[src/rtl/pse_ram.sv]
module pse_ram #(
    parameter int WIDTH = 32,
    parameter int DEPTH = 128
) (
    input  logic                     clk,
    input  logic                     we,
    input  logic [$clog2(DEPTH)-1:0] waddr,
    input  logic [WIDTH-1:0]         wdata,
    input  logic                     re,
    input  logic [$clog2(DEPTH)-1:0] raddr,
    output logic [WIDTH-1:0]         rdata
);

    logic [WIDTH-1:0] mem [DEPTH];

    always_ff @(posedge clk)
    begin
        if (we)
            mem[waddr] <= wdata;
        if (re)
            rdata <= mem[raddr];
    end

endmodule
[config.mk]
export PLATFORM = sky130hd
export DESIGN_NAME = pse_ram
export DESIGN_NICKNAME = d
export VERILOG_FILES = /design/src/rtl/pse_ram.sv
export SDC_FILE = /design/constraint.sdc
export NUM_CORES = 2
export LEC_CHECK = 0
export BUFFER_PORTS_ARGS = -buffer_cell sky130_fd_sc_hd__buf_2
export CORE_UTILIZATION = 55
export CTS_BUF_LIST = sky130_fd_sc_hd__clkbuf_16
export CTS_CLUSTER_SIZE = 8
export DETAILED_ROUTE_END_ITERATION = 6
export MAX_ROUTING_LAYER = met4
export PLACE_DENSITY = 0.71
export SYNTH_ARGS = -nofsm -noshare
export SYNTH_HDL_FRONTEND = slang
export SYNTH_SLANG_ARGS = --single-unit
[constraint.sdc]
create_clock -name clk -period 8.5 [get_ports clk]
set_input_delay 0.85 -clock clk [delete_from_list [all_inputs] [get_ports clk]]
set_output_delay 0.85 -clock clk [all_outputs]
set_load 0.02 [all_outputs]
# After elaboration in Yosys (flattened, before gate mapping)
# Memories as Yosys holds them, arrays and structs flattened. A register that Yosys moved wholly into a read port is not among the register bits.
# Index checks and enable logic that the tools add are counted.
[op_classes]
n_addsub = 0
multipliers = 0
div = 0
n_lt_le_gt_ge = 0
n_eq_ne = 0
shifts = 0
muxes = 2
bitwise_logic = 0
reduce_logical = 0
[ops]
columns = ["operator", "count"]
rows = [
  ["1-bit 2-to-1 mux", 2],
]
[totals]
register_bits = 0
latch_bits = 0
mem_bits_rw = 4096
mem_bits_ro = 0
input_bits = 49
out_inout_bits = 32
wordCells = 3
mem_count = 1
[memory_table]
columns = ["name", "depth", "width", "rd", "rd_clocked_by_memory_dff", "wr", "line", "source"]
rows = [
  ["mem", 128, 32, 1, 1, 1, "14", "logic [WIDTH-1:0] mem [DEPTH];"],
]

# Longest topological paths before layout
[logic_depth]
word_depth = 2
ltp_mapped = 8
mapped_depth_nobuf = 4

# Worst setup path after synthesis
# Ideal clock, no wire load.
[synth_path]
kind = "input to register"
from = "in we"
to = "mem mem[98][0] (enable)"
setup_ns = 0.461
t_arrival_ns = 3.628
required_ns = 8.039
slack_ns = 4.411
cell_stages = 3
path_buffers = 1
cell_sequence = "clkbuf_1 nand4_1 nor3_1"
[synth_via]
elab_chain_len = 2
[synth_rtl]
columns = ["element", "line", "source"]
rows = [
  ["from (decl)", "6", "input logic we,"],
  ["1-bit 2-to-1 mux", "18", "if (we)"],
  ["1-bit 2-to-1 mux (not written as such)", "19", "mem[waddr] <= wdata;"],
  ["to (decl)", "14", ""],
]
# Every way passes these cells.

==> results.json <==
{
  "status": "finished, final reports clean",
  "worstSetupStartpointType": "input pin",
  "r2r-end": "rdata[11]",
  "vdd_ir_drop_max_mv": 0.252,
  "nets": 6611,
  "synthAdderAreaFrac_pct": 0,
  "clk_path_buf_depth": 4,
  "postSynthAreaPerCell_um2": 26.1,
  "cts_tree": "yes",
  "ant_nets": 0,
  "cts_resized": 0,
  "final_cell_mix": "edfxtp_1 (4128), mux4_2 (1344), clkbuf_16 (602), buf_4 (224), nor2_4 (119)",
  "crit_buf_inv": 4,
  "drt_wl_total_mm": 428,
  "p_per_area_nw_per_um2": 253,
  "cp_max_fo": 86,
  "crit_slowest_cell": "mux4_2",
  "synth_area_um2": 157000,
  "met3_usage_pct": 6.71,
  "crit_chain": "buf_12 > buf_12 > buf_12 > buf_4 > mux4_2 > mux4_2 > mux4_2 > mux2_2",
  "critPathKind": "input pin to register",
  "critPathCaptureType": "register",
  "synth_top_family_by_area": "multiplexers",
  "areaGrowthSynthToFinish_pct": 14.5,
  "min_to": "mem[86][29]",
  "holdPathStages": 1,
  "viasPerCell": 7.05,
  "timing.fmax_mhz": 241,
  "io_pins": 81,
  "final_cells": 10400,
  "dpl.hpwl_mm": 213,
  "via_count": 73300,
  "critPathArrivalTime_ns": 4.82,
  "clock-root-buffer": "clkbuf_16",
  "antenna_found_initial": 42,
  "yosysSeqAreaShare_pct": 79.2,
  "h-tree-depth": 6,
  "muxShareOfSynthArea_pct": 19.6,
  "critPathRequiredTime_ns": 9.17,
  "grt.busiest_layer": "met2",
  "holdBufCountCts": 0,
  "design_area_um2": 179000,
  "finalHoldViolCount": 0,
  "layout_commonest_cell": "edfxtp_1",
  "yosysWarnings": 0,
  "path_clk_slew_ns": 0.05,
  "initial_core_util_pct": 55.4,
  "drv_slew": 0,
  "slowest_delay_ns": 0.60,
  "numClockSinks": 4128,
  "grt_pass1_wl_mm": 591,
  "synthXorXnorAreaFrac_pct": 0,
  "r2r_cells": 4,
  "power_leakage_nw": 55.3,
  "yosys.area.top_type": "edfxtp_1",
  "fin_tns_setup_ns": 0,
  "timing.hold.ws_ns": 0.254,
  "dieArea_um2": 287000,
  "dp.cells": 9713,
  "die_height_um": 536,
  "synth_area_leaders": "edfxtp_1 (79%), mux4_2 (19%), clkbuf_1 (0.44%), nor2_1 (0.29%), buf_2 (0.25%)",
  "wire_per_inst_um": 41.1,
  "maxCapViolCount": 0,
  "synth_top_area_share_pct": 79.2,
  "hp-class": "input pin to register",
  "rows": 195,
  "drive_above_1_share_pct": 37.1,
  "grtUsageMet1_pct": 40.0,
  "fin_crit_sh_pct": 48.8,
  "io_buffers": 80,
  "synth_cells": 5990,
  "synth_fp_nets": 6039,
  "finalPower_mw": 45.3,
  "gp_congestion": 0.828,
  "drt-initial-drc-count": 11800,
  "grt_max_degree": 143,
  "synth_compound_area_share_pct": 0,
  "cp_top_family": "multiplexers",
  "use_met2_pct": 47.6,
  "fp.dieW_um": 536,
  "setup_viol": 0,
  "overflow": 0,
  "finClkSkew_ns": 0.0344,
  "placed_area_um2": 163000,
  "drtPass1Iterations": 6,
  "grt_pass1_vias": 75400,
  "timing.rr.start": "mem[87][11]",
  "min_period_ns": 4.14,
  "clk_latency_ns": 0.93,
  "drc": 0,
  "synth_cell_types": 16,
  "n_fill_cell": 17500,
  "grt_usage_pct": 31.2,
  "postCtsSetupBuffers": 0,
  "synthSimpleGateAreaFrac_pct": 0.445,
  "ys_seq_elements": 4128,
  "rsz0062_at_grt": "no",
  "hp-start": "wdata[29]",
  "reg2reg_slack_ns": 5.63,
  "coreArea_um2": 283000,
  "relSlewSlack_pct": 9.04,
  "tightest_slew_ns": 1.36,
  "numCtsBuffers": 590
}
-- state kept, by name, indices dropped and copies added, names as in the netlist --
name,flops
mem,4096
rdata,32
-- worst max-delay path by stage --
stage,depth (start not counted),to,from,slack (ns)
4_1_cts,8,rdata[30],raddr[0],4.40
2_1_floorplan,3,mem[98][0],we,4.41
3_3_place_gp,8,rdata[30],raddr[0],3.52
5_1_grt,8,rdata[30],raddr[0],4.19
6_report,8,rdata[30],raddr[0],4.36
3_5_place_dp,8,rdata[29],raddr[0],3.51
-- cells by family after synthesis --
logic type             count (synthesis)
buffers and inverters                316
DFF                                 4128
muxes                               1376
and+or+nand+nor                      170
-- cell type report --
class                           count  area (um2)  area share (%)
Clock buffer                      602       15100            8.40
Multi-Input combinational cell   1546       32300            18.0
Tap cell                         3743        4680            2.61
Antenna cell                       41         103          0.0572
Clock inverter                     46         662           0.369
Sequential cell                  4128      124000            69.2
Timing Repair Buffer              296        2470            1.38
-- cells in the mapped netlist --
cell / instances
or3_1: 1
mux4_2: 1344
buf_6: 2
nand2b_1: 2
nand2_1: 14
nor2_1: 122
nor2b_1: 7
edfxtp_1: 4128
buf_2: 79
buf_1: 50
buf_4: 3
nand4_1: 3
nor3_1: 9
mux2_2: 32
nand3_1: 12
clkbuf_1: 182
-- where the power goes --
group | total, mW | internal, mW | switching [mW]
sequential | 22.6 | 22.6 | 0.0628
clock | 20.6 | 12.5 | 8.11
combinational | 2.12 | 0.801 | 1.32
-- per-stage QoR --
stage	setup WS (ns)	util (%)
4_1_cts	4.40	63.3
3_3_place_gp	3.52	57.8
6_report	4.36	63.4
3_5_place_dp	3.51	57.8
2_1_floorplan	4.41	-
5_1_grt	4.19	63.4
-- routing by layer --
metal  vias to the layer above  part of all wire (%)  wire (um)
li1                      27400                     -          -
met1                     39300                    34     144000
met2                      5652                    48     207000
met3                       971                    12      51600
met4                         0                   5.8      24900
met5                         -                     0          0
Note: power is estimated with default switching activity, not from simulation.
